File: config.mk
export PLATFORM = sky130hd
export DESIGN_NAME = frame_deadline_pacer_flat
export DESIGN_NICKNAME = d
export VERILOG_FILES = /design/src/sv/fdp_pkg.sv /design/src/sv/fdp_if.sv /design/src/sv/frame_deadline_pacer.sv /design/src/sv/fdp_cfg.sv /design/src/sv/fdp_scan.sv /design/src/sv/fdp_div.sv /design/src/flat_wrapper.sv
export VERILOG_INCLUDE_DIRS = /design/src /design/src/sv
export SDC_FILE = /design/constraint.sdc
export NUM_CORES = 2
export LEC_CHECK = 0
export BUFFER_PORTS_ARGS = -buffer_cell sky130_fd_sc_hd__buf_2
export CORE_MARGIN = 2
export CORE_UTILIZATION = 56
export CTS_CLUSTER_DIAMETER = 30
export DETAILED_ROUTE_END_ITERATION = 8
export PLACE_DENSITY = 0.86
export SYNTH_ARGS = -nofsm -noshare
export SYNTH_HDL_FRONTEND = slang
export SYNTH_SLANG_ARGS = --single-unit
File: constraint.sdc
create_clock -name clk -period 9.7 [get_ports clk]
set_input_delay 0.485 -clock clk [delete_from_list [all_inputs] [get_ports clk]]
set_output_delay 0.485 -clock clk [all_outputs]
set_load 0.05 [all_outputs]
File: src/sv/frame_deadline_pacer_assert.svh
// Assertion macros shared by the frame deadline pacer RTL.
// Clocked, reset-qualified implications; compiled out under SYNTHESIS.
`ifndef FRAME_DEADLINE_PACER_ASSERT_SVH
`define FRAME_DEADLINE_PACER_ASSERT_SVH

`ifndef SYNTHESIS

// Same-cycle implication, checked at every rising edge out of reset.
`define FDP_ASSERT_IMPLIES(label, clk, rst_n, ante, cons) \
  label: assert property (@(posedge clk) disable iff (!rst_n) (ante) |-> (cons)) \
    else $error("assertion failed");

// Next-cycle implication.
`define FDP_ASSERT_NEXT(label, clk, rst_n, ante, cons) \
  label: assert property (@(posedge clk) disable iff (!rst_n) (ante) |=> (cons)) \
    else $error("assertion failed");

`else

`define FDP_ASSERT_IMPLIES(label, clk, rst_n, ante, cons)
`define FDP_ASSERT_NEXT(label, clk, rst_n, ante, cons)

`endif

`endif

File: src/sv/fdp_pkg.sv
// Package for the frame deadline pacer: widths, codes, structs and
// the one-bit serial arithmetic helpers. No dependencies.
package fdp_pkg;

  localparam int unsigned TickW  = 64;  // tick counter and deadline width
  localparam int unsigned CfgW   = 32;  // period, tick rate and hint width
  localparam int unsigned MsW    = 10;  // bits needed for the ms scale
  localparam int unsigned NumW   = CfgW + MsW;  // remaining * 1000
  localparam int unsigned WinW   = CfgW + 5;    // period * 30 fits here
  localparam int unsigned ScanCntW = $clog2(TickW);
  localparam int unsigned DivCntW  = $clog2(NumW);
  localparam int unsigned AddrW  = 4;

  localparam logic [MsW-1:0]  MsPerSecond   = MsW'(1000);
  localparam logic [WinW-1:0] WindowRecover = WinW'(12);
  localparam logic [WinW-1:0] WindowStable  = WinW'(30);

  typedef enum logic [1:0] {
    ACT_ANCHOR   = 2'd0,
    ACT_WAIT     = 2'd1,
    ACT_LATE     = 2'd2,
    ACT_REANCHOR = 2'd3
  } action_t;

  typedef enum logic [1:0] {
    ST_IDLE = 2'd0,
    ST_SCAN = 2'd1,
    ST_DIV  = 2'd2,
    ST_LOAD = 2'd3
  } state_t;

  typedef enum logic [1:0] {
    REG_PERIOD  = 2'd0,
    REG_RATE    = 2'd1,
    REG_RECOVER = 2'd2
  } reg_idx_t;

  typedef struct packed {
    logic [CfgW-1:0] period_ticks;
    logic [CfgW-1:0] tick_rate;
    logic            short_window;
  } cfg_t;

  typedef struct packed {
    logic             d_zero;
    logic             now_ge_d;
    logic             past_window;
    logic             rem_gt_p;
    logic [CfgW-1:0]  rem;
    logic [TickW-1:0] now_plus_p;
    logic [TickW-1:0] d_plus_p;
  } scan_t;

  function automatic logic sub_borrow(input logic a, input logic b, input logic bin);
    sub_borrow = (~a & b) | (~(a ^ b) & bin);
  endfunction

  function automatic logic add_carry(input logic a, input logic b, input logic cin);
    add_carry = (a & b) | (cin & (a ^ b));
  endfunction

endpackage

File: src/sv/fdp_if.sv
// Valid/ready channel interfaces for the frame deadline pacer.
// Depends on fdp_pkg for field widths.
interface fdp_in_if;
  logic                     valid;
  logic                     ready;
  logic [fdp_pkg::TickW-1:0] now_ticks;

  modport source (output valid, output now_ticks, input ready);
  modport sink (input valid, input now_ticks, output ready);
endinterface

interface fdp_out_if;
  logic                     valid;
  logic                     ready;
  logic [1:0]               action;
  logic [fdp_pkg::CfgW-1:0]  sleep_hint_ms;
  logic [fdp_pkg::TickW-1:0] wait_until;
  logic [fdp_pkg::TickW-1:0] new_deadline;

  modport source (output valid, output action, output sleep_hint_ms,
                  output wait_until, output new_deadline, input ready);
  modport sink (input valid, input action, input sleep_hint_ms,
                input wait_until, input new_deadline, output ready);
endinterface

File: src/sv/frame_deadline_pacer.sv
// Frame deadline pacer top level: control sequencer, deadline register and
// output register. Depends on fdp_pkg, fdp_if, fdp_cfg, fdp_scan and fdp_div.
//
//   channel   dir   handshake            payload
//   in_ch     in    valid / ready        now_ticks
//   out_ch    out   valid / ready        action, sleep_hint_ms, wait_until,
//                                        new_deadline
//   config    in    psel/penable/pready  paddr, pwdata, prdata
//
// An item passes from acceptance through the 64-bit serial scan and, when a sleep
// hint is divided, through the 42-step restoring divider before its result is
// loaded into the output register.
// Synchronous active-low reset clears the deadline (unanchored) and control.
// A new item is taken while the previous result waits in the output register;
// a stalled output holds the finished result until the slot frees.
`include "frame_deadline_pacer_assert.svh"

module frame_deadline_pacer (
  input  logic                       clk,
  input  logic                       rst_n,
  fdp_in_if.sink                     in_ch,
  fdp_out_if.source                  out_ch,
  input  logic                       psel,
  input  logic                       penable,
  input  logic                       pwrite,
  input  logic [fdp_pkg::AddrW-1:0]  paddr,
  input  logic [fdp_pkg::CfgW-1:0]   pwdata,
  output logic [fdp_pkg::CfgW-1:0]   prdata,
  output logic                       pready
);

  fdp_pkg::cfg_t     cfg;
  fdp_pkg::scan_t    scan;
  fdp_pkg::state_t   state_r;
  fdp_pkg::state_t   state_nxt;
  fdp_pkg::action_t  action;

  logic [fdp_pkg::TickW-1:0] deadline_r;
  logic                      out_valid_r;
  fdp_pkg::action_t          out_action_r;
  logic [fdp_pkg::CfgW-1:0]  out_hint_r;
  logic [fdp_pkg::TickW-1:0] out_until_r;
  logic [fdp_pkg::TickW-1:0] out_deadline_r;

  logic                      in_fire;
  logic                      scan_start;
  logic                      scan_done;
  logic                      div_start;
  logic                      div_done;
  logic                      need_div;
  logic                      load;
  logic [fdp_pkg::CfgW-1:0]  remaining;
  logic [fdp_pkg::CfgW-1:0]  div_hint;
  logic [fdp_pkg::TickW-1:0] deadline_nxt;

  fdp_cfg u_cfg (
    .clk     (clk),
    .rst_n   (rst_n),
    .psel    (psel),
    .penable (penable),
    .pwrite  (pwrite),
    .paddr   (paddr),
    .pwdata  (pwdata),
    .prdata  (prdata),
    .pready  (pready),
    .cfg     (cfg)
  );

  fdp_scan u_scan (
    .clk       (clk),
    .rst_n     (rst_n),
    .start     (scan_start),
    .now_ticks (in_ch.now_ticks),
    .deadline  (deadline_r),
    .cfg       (cfg),
    .done      (scan_done),
    .res       (scan)
  );

  assign remaining = scan.rem_gt_p ? cfg.period_ticks : scan.rem;

  fdp_div u_div (
    .clk       (clk),
    .rst_n     (rst_n),
    .start     (div_start),
    .remaining (remaining),
    .divisor   (cfg.tick_rate),
    .done      (div_done),
    .hint      (div_hint)
  );

  // Decision from the scan flags; held stable until the next scan starts.
  always_comb begin
    if (scan.d_zero) begin
      action = fdp_pkg::ACT_ANCHOR;
    end else if (scan.now_ge_d && scan.past_window) begin
      action = fdp_pkg::ACT_REANCHOR;
    end else if (scan.now_ge_d) begin
      action = fdp_pkg::ACT_LATE;
    end else begin
      action = fdp_pkg::ACT_WAIT;
    end
  end

  assign deadline_nxt = (action == fdp_pkg::ACT_ANCHOR ||
                         action == fdp_pkg::ACT_REANCHOR) ?
                        scan.now_plus_p : scan.d_plus_p;
  assign need_div = (action == fdp_pkg::ACT_WAIT) && (cfg.tick_rate != '0);

  always_comb begin
    state_nxt = state_r;
    case (state_r)
      fdp_pkg::ST_IDLE: if (in_ch.valid) state_nxt = fdp_pkg::ST_SCAN;
      fdp_pkg::ST_SCAN: begin
        if (scan_done) state_nxt = need_div ? fdp_pkg::ST_DIV : fdp_pkg::ST_LOAD;
      end
      fdp_pkg::ST_DIV:  if (div_done) state_nxt = fdp_pkg::ST_LOAD;
      fdp_pkg::ST_LOAD: if (!out_valid_r || out_ch.ready) state_nxt = fdp_pkg::ST_IDLE;
      default:          state_nxt = fdp_pkg::ST_IDLE;
    endcase
  end

  always_comb begin
    in_ch.ready = 1'b0;
    scan_start  = 1'b0;
    div_start   = 1'b0;
    load        = 1'b0;
    case (state_r)
      fdp_pkg::ST_IDLE: begin
        in_ch.ready = 1'b1;
        scan_start  = in_ch.valid;
      end
      fdp_pkg::ST_SCAN: div_start = scan_done && need_div;
      fdp_pkg::ST_DIV:  div_start = 1'b0;
      fdp_pkg::ST_LOAD: load = !out_valid_r || out_ch.ready;
      default:          load = 1'b0;
    endcase
  end

  assign in_fire = in_ch.valid && in_ch.ready;

  always_ff @(posedge clk) begin
    if (!rst_n) begin
      state_r     <= fdp_pkg::ST_IDLE;
      deadline_r  <= '0;
      out_valid_r <= 1'b0;
    end else begin
      state_r <= state_nxt;
      if (load) begin
        deadline_r  <= deadline_nxt;
        out_valid_r <= 1'b1;
      end else if (out_ch.ready) begin
        out_valid_r <= 1'b0;
      end
    end
  end

  always_ff @(posedge clk) begin
    if (load) begin
      out_action_r   <= action;
      out_hint_r     <= need_div ? div_hint : '0;
      out_until_r    <= (action == fdp_pkg::ACT_WAIT) ? deadline_r : '0;
      out_deadline_r <= deadline_nxt;
    end
  end

  assign out_ch.valid         = out_valid_r;
  assign out_ch.action        = out_action_r;
  assign out_ch.sleep_hint_ms = out_hint_r;
  assign out_ch.wait_until    = out_until_r;
  assign out_ch.new_deadline  = out_deadline_r;

  `FDP_ASSERT_IMPLIES(a_accept_starts_scan, clk, rst_n, in_fire, scan_start)
  `FDP_ASSERT_IMPLIES(a_div_done_in_div, clk, rst_n, div_done, state_r == fdp_pkg::ST_DIV)
  `FDP_ASSERT_NEXT(a_load_tracks_deadline, clk, rst_n, load, out_ch.valid && deadline_r == out_ch.new_deadline)
  `FDP_ASSERT_IMPLIES(a_idle_fields_zero, clk, rst_n, out_ch.valid && out_ch.action != fdp_pkg::ACT_WAIT, out_ch.wait_until == '0 && out_ch.sleep_hint_ms == '0)

endmodule

File: src/sv/fdp_cfg.sv
// APB-style configuration registers of the frame deadline pacer.
// Depends on fdp_pkg for the register map and the cfg_t struct.
module fdp_cfg (
  input  logic                       clk,
  input  logic                       rst_n,
  input  logic                       psel,
  input  logic                       penable,
  input  logic                       pwrite,
  input  logic [fdp_pkg::AddrW-1:0]  paddr,
  input  logic [fdp_pkg::CfgW-1:0]   pwdata,
  output logic [fdp_pkg::CfgW-1:0]   prdata,
  output logic                       pready,
  output fdp_pkg::cfg_t              cfg
);

  fdp_pkg::cfg_t    cfg_r;
  fdp_pkg::cfg_t    cfg_nxt;
  fdp_pkg::reg_idx_t idx;
  logic             wr_en;

  assign pready = 1'b1;
  assign wr_en  = psel && penable && pwrite;
  assign idx    = fdp_pkg::reg_idx_t'(paddr[3:2]);

  always_comb begin
    cfg_nxt = cfg_r;
    if (wr_en) begin
      case (idx)
        fdp_pkg::REG_PERIOD:  cfg_nxt.period_ticks = pwdata;
        fdp_pkg::REG_RATE:    cfg_nxt.tick_rate    = pwdata;
        fdp_pkg::REG_RECOVER: cfg_nxt.short_window = pwdata[0];
        default:              cfg_nxt = cfg_r;
      endcase
    end
  end

  always_comb begin
    case (idx)
      fdp_pkg::REG_PERIOD:  prdata = cfg_r.period_ticks;
      fdp_pkg::REG_RATE:    prdata = cfg_r.tick_rate;
      fdp_pkg::REG_RECOVER: prdata = {{(fdp_pkg::CfgW-1){1'b0}}, cfg_r.short_window};
      default:              prdata = '0;
    endcase
  end

  always_ff @(posedge clk) begin
    if (!rst_n) begin
      cfg_r.period_ticks <= '0;
      cfg_r.tick_rate    <= '0;
      cfg_r.short_window <= 1'b1;
    end else begin
      cfg_r <= cfg_nxt;
    end
  end

  assign cfg = cfg_r;

endmodule

File: src/sv/fdp_scan.sv
// Bit-serial scan of now and the stored deadline, LSB first, one bit a cycle.
// Produces the compare flags, the low half of the remaining time, its cap flag and both sums.
// Depends on fdp_pkg.
module fdp_scan (
  input  logic                       clk,
  input  logic                       rst_n,
  input  logic                       start,
  input  logic [fdp_pkg::TickW-1:0]  now_ticks,
  input  logic [fdp_pkg::TickW-1:0]  deadline,
  input  fdp_pkg::cfg_t              cfg,
  output logic                       done,
  output fdp_pkg::scan_t             res
);

  logic                          running_r;
  logic                          done_r;
  logic [fdp_pkg::ScanCntW-1:0]  cnt_r;
  logic [fdp_pkg::TickW-1:0]     now_sr_r;
  logic [fdp_pkg::TickW-1:0]     dl_sr_r;
  logic [fdp_pkg::CfgW-1:0]      per_sr_r;
  logic [fdp_pkg::WinW-1:0]      win_sr_r;
  logic [fdp_pkg::CfgW-1:0]      rem_sr_r;
  logic                          b_diff_r;   // now - D
  logic                          b_win_r;    // (now - D) - window
  logic                          b_rem_r;    // D - now
  logic                          b_cap_r;    // P - (D - now)
  logic                          c_now_r;    // now + P
  logic                          c_dl_r;     // D + P
  logic                          dnz_r;      // some bit of D was set

  logic                          n_bit;
  logic                          d_bit;
  logic                          p_bit;
  logic                          diff_bit;
  logic                          rem_bit;
  logic [fdp_pkg::WinW-1:0]      per_ext;
  logic [fdp_pkg::WinW-1:0]      win_load;

  assign n_bit    = now_sr_r[0];
  assign d_bit    = dl_sr_r[0];
  assign p_bit    = per_sr_r[0];
  assign diff_bit = n_bit ^ d_bit ^ b_diff_r;
  assign rem_bit  = d_bit ^ n_bit ^ b_rem_r;

  // Each product has a constant factor, so it reduces to a few shifted adds.
  assign per_ext  = {{(fdp_pkg::WinW-fdp_pkg::CfgW){1'b0}}, cfg.period_ticks};
  assign win_load = cfg.short_window ? per_ext * fdp_pkg::WindowRecover :
                                       per_ext * fdp_pkg::WindowStable;

  always_ff @(posedge clk) begin
    if (!rst_n) begin
      running_r <= 1'b0;
      done_r    <= 1'b0;
      cnt_r     <= '0;
    end else begin
      done_r <= 1'b0;
      if (start) begin
        running_r <= 1'b1;
        cnt_r     <= '0;
      end else if (running_r) begin
        cnt_r <= cnt_r + 1'b1;
        if (cnt_r == fdp_pkg::ScanCntW'(fdp_pkg::TickW - 1)) begin
          running_r <= 1'b0;
          done_r    <= 1'b1;
        end
      end
    end
  end

  // The sums shift in at the top while the operands shift out at the bottom.
  always_ff @(posedge clk) begin
    if (start) begin
      now_sr_r <= now_ticks;
      dl_sr_r  <= deadline;
      per_sr_r <= cfg.period_ticks;
      win_sr_r <= win_load;
      b_diff_r <= 1'b0;
      b_win_r  <= 1'b0;
      b_rem_r  <= 1'b0;
      b_cap_r  <= 1'b0;
      c_now_r  <= 1'b0;
      c_dl_r   <= 1'b0;
      dnz_r    <= 1'b0;
    end else if (running_r) begin
      now_sr_r <= {n_bit ^ p_bit ^ c_now_r, now_sr_r[fdp_pkg::TickW-1:1]};
      dl_sr_r  <= {d_bit ^ p_bit ^ c_dl_r, dl_sr_r[fdp_pkg::TickW-1:1]};
      per_sr_r <= {1'b0, per_sr_r[fdp_pkg::CfgW-1:1]};
      win_sr_r <= {1'b0, win_sr_r[fdp_pkg::WinW-1:1]};
      b_diff_r <= fdp_pkg::sub_borrow(n_bit, d_bit, b_diff_r);
      b_win_r  <= fdp_pkg::sub_borrow(diff_bit, win_sr_r[0], b_win_r);
      b_rem_r  <= fdp_pkg::sub_borrow(d_bit, n_bit, b_rem_r);
      b_cap_r  <= fdp_pkg::sub_borrow(p_bit, rem_bit, b_cap_r);
      c_now_r  <= fdp_pkg::add_carry(n_bit, p_bit, c_now_r);
      c_dl_r   <= fdp_pkg::add_carry(d_bit, p_bit, c_dl_r);
      dnz_r    <= dnz_r | d_bit;
    end
  end

  // Only the low half of the remaining time is kept; a larger value is capped.
  always_ff @(posedge clk) begin
    if (running_r && !cnt_r[fdp_pkg::ScanCntW-1]) begin
      rem_sr_r <= {rem_bit, rem_sr_r[fdp_pkg::CfgW-1:1]};
    end
  end

  assign done            = done_r;
  assign res.d_zero      = !dnz_r;
  assign res.now_ge_d    = !b_diff_r;
  assign res.past_window = !b_win_r;
  assign res.rem_gt_p    = b_cap_r;
  assign res.rem         = rem_sr_r;
  assign res.now_plus_p  = now_sr_r;
  assign res.d_plus_p    = dl_sr_r;

endmodule

File: src/sv/fdp_div.sv
// Restoring divider, one quotient bit a cycle, for the millisecond hint.
// Computes (remaining * 1000) / tick_rate and the adjusted, saturated hint.
// Depends on fdp_pkg.
module fdp_div (
  input  logic                      clk,
  input  logic                      rst_n,
  input  logic                      start,
  input  logic [fdp_pkg::CfgW-1:0]  remaining,
  input  logic [fdp_pkg::CfgW-1:0]  divisor,
  output logic                      done,
  output logic [fdp_pkg::CfgW-1:0]  hint
);

  logic                          running_r;
  logic                          done_r;
  logic [fdp_pkg::DivCntW-1:0]   cnt_r;
  logic [fdp_pkg::NumW-1:0]      quo_r;
  logic [fdp_pkg::CfgW-1:0]      rem_r;
  logic [fdp_pkg::CfgW-1:0]      div_r;

  logic [fdp_pkg::NumW-1:0]      dividend;
  logic [fdp_pkg::CfgW:0]        shifted;
  logic [fdp_pkg::CfgW+1:0]      trial;
  logic [fdp_pkg::NumW-1:0]      quo_m1;

  assign dividend = {{fdp_pkg::MsW{1'b0}}, remaining} *
                    {{fdp_pkg::CfgW{1'b0}}, fdp_pkg::MsPerSecond};
  assign shifted  = {rem_r, quo_r[fdp_pkg::NumW-1]};
  assign trial    = {1'b0, shifted} - {2'b00, div_r};

  always_ff @(posedge clk) begin
    if (!rst_n) begin
      running_r <= 1'b0;
      done_r    <= 1'b0;
      cnt_r     <= '0;
    end else begin
      done_r <= 1'b0;
      if (start) begin
        running_r <= 1'b1;
        cnt_r     <= '0;
      end else if (running_r) begin
        cnt_r <= cnt_r + 1'b1;
        if (cnt_r == fdp_pkg::DivCntW'(fdp_pkg::NumW - 1)) begin
          running_r <= 1'b0;
          done_r    <= 1'b1;
        end
      end
    end
  end

  always_ff @(posedge clk) begin
    if (start) begin
      quo_r <= dividend;
      rem_r <= '0;
      div_r <= divisor;
    end else if (running_r) begin
      if (!trial[fdp_pkg::CfgW+1]) begin
        rem_r <= trial[fdp_pkg::CfgW-1:0];
        quo_r <= {quo_r[fdp_pkg::NumW-2:0], 1'b1};
      end else begin
        rem_r <= shifted[fdp_pkg::CfgW-1:0];
        quo_r <= {quo_r[fdp_pkg::NumW-2:0], 1'b0};
      end
    end
  end

  // Under two milliseconds the hint is zero; otherwise one less, saturated.
  assign quo_m1 = quo_r - 1'b1;

  always_comb begin
    if (quo_r < fdp_pkg::NumW'(2)) begin
      hint = '0;
    end else if (|quo_m1[fdp_pkg::NumW-1:fdp_pkg::CfgW]) begin
      hint = '1;
    end else begin
      hint = quo_m1[fdp_pkg::CfgW-1:0];
    end
  end

  assign done = done_r;

endmodule

File: src/flat_wrapper.sv
// flat-port wrapper written by rule: the top's interface ports become plain ports
module frame_deadline_pacer_flat 
  (clk, rst_n, psel, penable, pwrite, paddr, pwdata, prdata, pready, in_ch_valid, in_ch_now_ticks, in_ch_ready, out_ch_valid, out_ch_action, out_ch_sleep_hint_ms, out_ch_wait_until, out_ch_new_deadline, out_ch_ready);
  fdp_in_if in_ch_i ();
  fdp_out_if out_ch_i ();
  input  logic clk;
  input  logic rst_n;
  input  logic psel;
  input  logic penable;
  input  logic pwrite;
  input  logic [fdp_pkg::AddrW-1:0] paddr;
  input  logic [fdp_pkg::CfgW-1:0] pwdata;
  output logic [fdp_pkg::CfgW-1:0] prdata;
  output logic pready;
  input wire logic [$bits(in_ch_i.valid)-1:0] in_ch_valid;
  input wire logic [$bits(in_ch_i.now_ticks)-1:0] in_ch_now_ticks;
  output wire logic [$bits(in_ch_i.ready)-1:0] in_ch_ready;
  output wire logic [$bits(out_ch_i.valid)-1:0] out_ch_valid;
  output wire logic [$bits(out_ch_i.action)-1:0] out_ch_action;
  output wire logic [$bits(out_ch_i.sleep_hint_ms)-1:0] out_ch_sleep_hint_ms;
  output wire logic [$bits(out_ch_i.wait_until)-1:0] out_ch_wait_until;
  output wire logic [$bits(out_ch_i.new_deadline)-1:0] out_ch_new_deadline;
  input wire logic [$bits(out_ch_i.ready)-1:0] out_ch_ready;
  assign in_ch_i.valid = in_ch_valid;
  assign in_ch_i.now_ticks = in_ch_now_ticks;
  assign in_ch_ready = in_ch_i.ready;
  assign out_ch_valid = out_ch_i.valid;
  assign out_ch_action = out_ch_i.action;
  assign out_ch_sleep_hint_ms = out_ch_i.sleep_hint_ms;
  assign out_ch_wait_until = out_ch_i.wait_until;
  assign out_ch_new_deadline = out_ch_i.new_deadline;
  assign out_ch_i.ready = out_ch_ready;
  frame_deadline_pacer u_core (.clk(clk), .rst_n(rst_n), .in_ch(in_ch_i), .out_ch(out_ch_i), .psel(psel), .penable(penable), .pwrite(pwrite), .paddr(paddr), .pwdata(pwdata), .prdata(prdata), .pready(pready));
endmodule
# Word level (Yosys, flattened, before mapping)
# Index checks and enable logic that the tools add are counted.
# W data, S select, Z words.
[op_classes]
add_sub_neg = 4
n_reduce_logical = 29
mux = 40
n_eq_ne = 13
n_mul = 3
bitwise_logic = 39
magnitude_cmp = 1
[ops]
columns = ["op", "n"]
rows = [
  ["$mux W64", 5],
  ["$mux W32", 5],
  ["$mux W37", 3],
  ["$pmux W32 S3", 1],
  ["$mux W42", 2],
  ["$lt A42 B2 Y1 const B", 1],
  ["$sub A42 B1 Y42 const B", 1],
  ["$mul A32 B7 Y39 const B", 1],
  ["$mul A32 B4 Y36 const B", 1],
  ["$mul A32 B2 Y34 const B", 1],
  ["$sub A33 B32 Y34", 1],
  ["$reduce_bool A32 Y1", 1],
  ["$mux W1", 16],
  ["$mux W2", 7],
  ["$add A6 B1 Y6 const B", 2],
  ["$and A1 B1 Y1", 12],
  ["$eq A6 B6 Y1 const B", 2],
  ["$not A1 Y1", 11],
  ["$reduce_or A10 Y1", 1],
  ["$xor A1 B1 Y1", 9],
  ["$eq A2 B2 Y1 const B", 4],
  ["$pmux W2 S4", 1],
  ["$or A1 B1 Y1", 7],
  ["$eq A2 B1 Y1 const B", 3],
  ["11 further kinds", 31],
]
[totals]
regBits = 652
in_bits = 107

# Logic depth before layout (Yosys ltp)
[depth]
word_depth = 9
ltp_mapped = 22
depth_no_buf = 20

# Hierarchy
# Synthesis repeated with hierarchy kept, for this count alone.
[unflattened]
hier_cells = 3633
hier_area_um2 = 40126.0
[by_module_without_submodules]
columns = ["module", "seq_area_each_um2", "cells_per_inst", "instances", "area_per_inst_um2"]
rows = [
  ["fdp_scan", 7176.9, 1318, 1, 15479.8],
  ["fdp_div", 2992.9, 1368, 1, 12426.9],
  ["frame_deadline_pacer", 6206.0, 622, 1, 9261.4],
  ["fdp_cfg", 1301.2, 325, 1, 2957.8],
]

# Worst setup path after synthesis
# OpenSTA, ideal clock, no wires.
[synth_path]
path_type = "register to register"
startpoint = "register u_core.state_r[0]"
endpoint = "register u_core.u_scan.dl_sr_r[0] (netlist bit), enable pin"
arrival_ns = 5.171
path_stages_with_launch = 8
setup_slack_ns = 2.960
n_path_buf = 3
setup_time_ns = 1.568
required_ns = 8.132
path_cell_list = "dfxtp_1 -> inv_1 -> ha_1 -> nand2_1 -> clkbuf_1 -> clkbuf_1 -> buf_1 -> nand2_1"
[synth_between]
elab_chain_cells = 3
[synth_rtl]
columns = ["element", "line", "source"]
rows = [
  ["from (decl)", "frame_deadline_pacer.sv:34", "fdp_pkg::state_t state_r;"],
  ["from (signal assigned)", "frame_deadline_pacer.sv:144", "state_r <= fdp_pkg::ST_IDLE;"],
  ["from (signal assigned)", "frame_deadline_pacer.sv:148", "state_r <= state_nxt;"],
  ["$logic_not A2 Y1", "frame_deadline_pacer.sv:128", "case (state_r)"],
  ["$mux W1", "frame_deadline_pacer.sv:128", ""],
  ["$reduce_bool A2 Y1 (no line)", "-", ""],
  ["to (signal assigned)", "fdp_scan.sv:74", "dl_sr_r <= deadline;"],
  ["to (signal assigned)", "fdp_scan.sv:86", "dl_sr_r <= {d_bit ^ p_bit ^ c_dl_r, dl_sr_r[fdp_pkg::TickW-1:1]};"],
  ["to (decl)", "fdp_scan.sv:19", "logic [fdp_pkg::TickW-1:0] dl_sr_r;"],
]
# No other way between the ends.
# A chain may end at the register's enable or synchronous reset.

# Worst setup path in the final report
[layout_path]
startpoint = "register u_core.u_scan.b_cap_r"
endpoint = "register u_core.u_div.quo_r[35] (netlist bit), data pin"
[layout_between]
elab_chain_cells = 3
[layout_rtl]
columns = ["element", "line", "source"]
rows = [
  ["from (decl)", "fdp_scan.sv:26", "logic b_cap_r;"],
  ["from (signal assigned)", "fdp_scan.sv:92", "b_cap_r <= fdp_pkg::sub_borrow(p_bit, rem_bit, b_cap_r);"],
  ["$mux W32", "frame_deadline_pacer.sv:80", "assign remaining = scan.rem_gt_p ? cfg.period_ticks : scan.rem;"],
  ["$mul A32 B7 Y39", "fdp_div.sv:26", "assign dividend = {{fdp_pkg::MsW{1'b0}}, remaining} *"],
  ["$mux W42", "fdp_div.sv:52", "if (start) begin"],
  ["to (signal assigned)", "fdp_div.sv:53", "quo_r <= dividend;"],
  ["to (signal assigned)", "fdp_div.sv:59", "quo_r <= {quo_r[fdp_pkg::NumW-2:0], 1'b1};"],
  ["to (signal assigned)", "fdp_div.sv:62", "quo_r <= {quo_r[fdp_pkg::NumW-2:0], 1'b0};"],
  ["to (decl)", "fdp_div.sv:17", "logic [fdp_pkg::NumW-1:0] quo_r;"],
]
# No other way between the ends.

==> run_results.csv <==
group,metric,value,unit
run_status,status,"completed",
route,via_count,30580,
synthesis,yosys.area.top_type,"edfxtp_1",
route,wl_per_cell,20.11,um
synthesis,synthTopCellsByCount,"788 x nand2_1, 462 x edfxtp_1, 234 x inv_1",
synthesis,yosysWarnings,0,
clock_network,clock_latency,0.71,ns
sta,fmax,147.8,MHz
synthesis,synth_cell_type_count,89,
route,route.detailed.drc,0,
global_route,grt_pass1_wl,160100,um
sta,finalMaxSlewViolations,0,
synthesis,syn_nets,4331,
route,drtIter0Drc,2827,
pwr,power_density,417.2,mW/mm2
clock_network,clock-sinks,652,
die,core.rowCount,97,
pwr,power.leakage,19.38,nW
flow_run,maxCapViolations,0,
place,dp.cells,4931,
global_route,grt_max_degree,99,
worst_setup_path,r2r_cells,19,
route,wl,103800,um
worst_setup_path,critPathMaxStageDelay,0.80,ns
global_route,antenna_found_initial,14,
sta,worstMarginPinSlew,1.234,ns
place,io_buffers,300,
clock_network,ctsResizeCount,0,
route,viasPerCell,5.924,
sta,hold_viol_final,0,
sta,whs,0.03682,ns
worst_setup_path,cp_cell_sequence,"buf_4, mux2i_1, inv_1, ha_1, inv_1, fa_1, fa_1, fa_1, inv_1, ha_1, nand2_1, a211oi_1, nand3_1, o21ai_1, a21oi_2, o21ai_1, a21oi_1, mux2i_1, o311ai_0",
layout,final_cells,5162,
clock_network,h-tree-depth,3,
clock_network,cts_hold_buf,0,
sta,rsz0062_at_grt,"no",
layout,final_layout_size_suffix_gt1_share,15.20,%
worst_setup_path,crit_required,10.06,ns
die,ios,304,
die,chipWidth,269.1,um
hold_path,hold_class,"input pin to flop",
synthesis,synth_edf_count,462,
synthesis,syn_avg_cell_area,10.24,um2
clock_network,cts_made_buffers,111,
layout,fillers,4921,
synthesis,ys_ff_latch,652,
clock_network,cts.clk_slew.worst_paths,0.06,ns
worst_setup_path,cp.arrival,7.12,ns
sta,fin_crit_sh,69.76,%
global_route,gr-total-overflow,0,
sta,tns,0,ns
worst_setup_path,critPathKind,"flop to flop",
route,firstDrtPassIters,6,
sta,slew_headroom,17.75,%
die,initial_utilization,56.39,%
hold_path,holdPathStages,3,
synthesis,yosys-top-cells-area,"edfxtp_1 35%, dfxtp_1 9.7%, fa_1 9.4%",
worst_setup_path,end_kind,"flop",
place,gp_congestion,0.9239,
worst_setup_path,critPathSlowestCell,"dfxtp_2",
synthesis,yosysMostFrequentCell,"nand2_1",
sta,finClkSkew,0.07437,ns
worst_setup_path,crit_path_start_kind,"flop",
synthesis,yosysSeqAreaShare,44.92,%
clock_network,post_cts.repair.setup_buffers,0,
global_route,grt_usage,28.08,%
pwr,ir_drop,563.0,uV
layout,area_growth,16.14,%
clock_network,clock-root-buffer,"clkbuf_16",
route,ant_nets,0,
layout,nNetsFinal,4593,
synthesis,ys.flop_type,"edfxtp_1",
sta,setup_violations,0,
die,die_h,269.1,um
synthesis,syn_area,0.03935,mm2
clock_network,cts_tree,"built",
worst_setup_path,path_max_fanout,21,
die,core,0.06979,mm2
place,hpwl,68380,um
synthesis,async_flop_share,0,%
global_route,grt_pass1_vias,29880,
clock_network,clock_path_buffers,3,
sta,period_needed,6.767,ns
synthesis,syn_inst,3842,
synthesis,synth_top_area_share,35.25,%
die,die_area,0.07241,mm2
==> layout make-up <==
cell class	instances	area (um2)	share of cell area [%]
Multi-Input combinational cell	2771	20140	44.07
Clock inverter	71	988.4	2.163
Inverter	234	878.3	1.922
Timing Repair Buffer	334	1759	3.849
Clock buffer	141	3024	6.617
Sequential cell	652	17690	38.70
Antenna cell	19	47.55	0.1040
Tap cell	940	1176	2.573
==> layer usage <==
layer  global-route usage (%)  part of all wire (%)  wire (um)
met1                    35.92                    38      39720
met2                    46.00                    48      50030
met3                    4.621                   8.0       8272
met4                    14.88                   5.6       5766
met5                        0                 0.022         23
==> sequential cells by signal (all words and copies together), names as in the netlist, 2 cells and up <==
register	cells
u_core.u_scan.now_sr_r	64
u_core.state_r	2
u_core.u_div.cnt_r	6
u_core.u_div.quo_r	42
u_core.u_div.rem_r	32
u_core.u_div.div_r	32
u_core.u_scan.per_sr_r	32
u_core.u_scan.rem_sr_r	32
u_core.out_ch.action	2
u_core.u_scan.win_sr_r	37
u_core.deadline_r	64
u_core.out_ch.sleep_hint_ms	32
u_core.u_scan.cnt_r	6
u_core.out_ch.wait_until	64
u_core.u_scan.dl_sr_r	64
u_core.u_cfg.cfg	65
u_core.out_ch.new_deadline	64
==> logic make-up (layout without fill, tap and decap cells) <==
family,count (synthesis),in the layout,share of synthesized area (%)
AO/OA/AOI/OAI,700,700,11.41
XOR/XNOR,144,144,3.205
adder cells (fa/ha/maj),382,382,15.68
buffers and inverters,419,780,4.083
flip-flops,652,652,44.92
multiplexers,206,206,5.447
other,1,20,0.009529
AND/OR/NAND/NOR,1338,1338,15.25
==> path summary, 6_finish.rpt <==
check | startpoint | endpoint | slack [ns]
max | u_core.u_scan.b_cap_r | u_core.u_div.quo_r[35] | 2.93
min | in_ch_now_ticks[63] | u_core.u_scan.now_sr_r[63] | 0.04
max reg2reg | u_core.u_scan.b_cap_r | u_core.u_div.quo_r[35] | 2.93
min reg2reg | u_core.u_scan.rem_sr_r[26] | u_core.u_scan.rem_sr_r[25] | 0.43
==> layout by cell type, fill, tap and decap left out, drive strengths merged, types with 151 or more instances in the layout <==
master and n:
nand2 788, edfxtp 462, buf 334, inv 247
ha 197, o21ai 193, dfxtp 190, fa 185
a21oi 173, nor2 151
==> critical path: cells and delay by family, from the launching register on <==
family	cells	cell delay, ns
mux	2	0.92
compound gates	6	1.53
flops	1	0.80
buf+inv	4	0.67
simple gates	2	0.23
fa+ha+maj	5	2.26
==> through the flow <==
stage               utilization, %  worst slack (ns)  total power (W)  cell area, um2
floorplan                        -             2.960          0.01258           39350
global placement             59.67             3.347          0.01437           41640
detailed placement           59.67             3.100          0.01473           41640
CTS                          65.42             2.961          0.01899           45660
global route                 65.47             2.578          0.02054           45690
finish                       65.49             2.933          0.01907           45700
==> where the power goes <==
group	leakage (nW)	internal (W)	switching, W	total, W
logic	11.5	0.00426	0.00646	0.0107
registers	6.00	0.00389	0.000336	0.00423
clock network	1.94	0.00264	0.00148	0.00412
total	19.4	0.0108	0.00827	0.0191
Power figures use the tool's default switching activity.
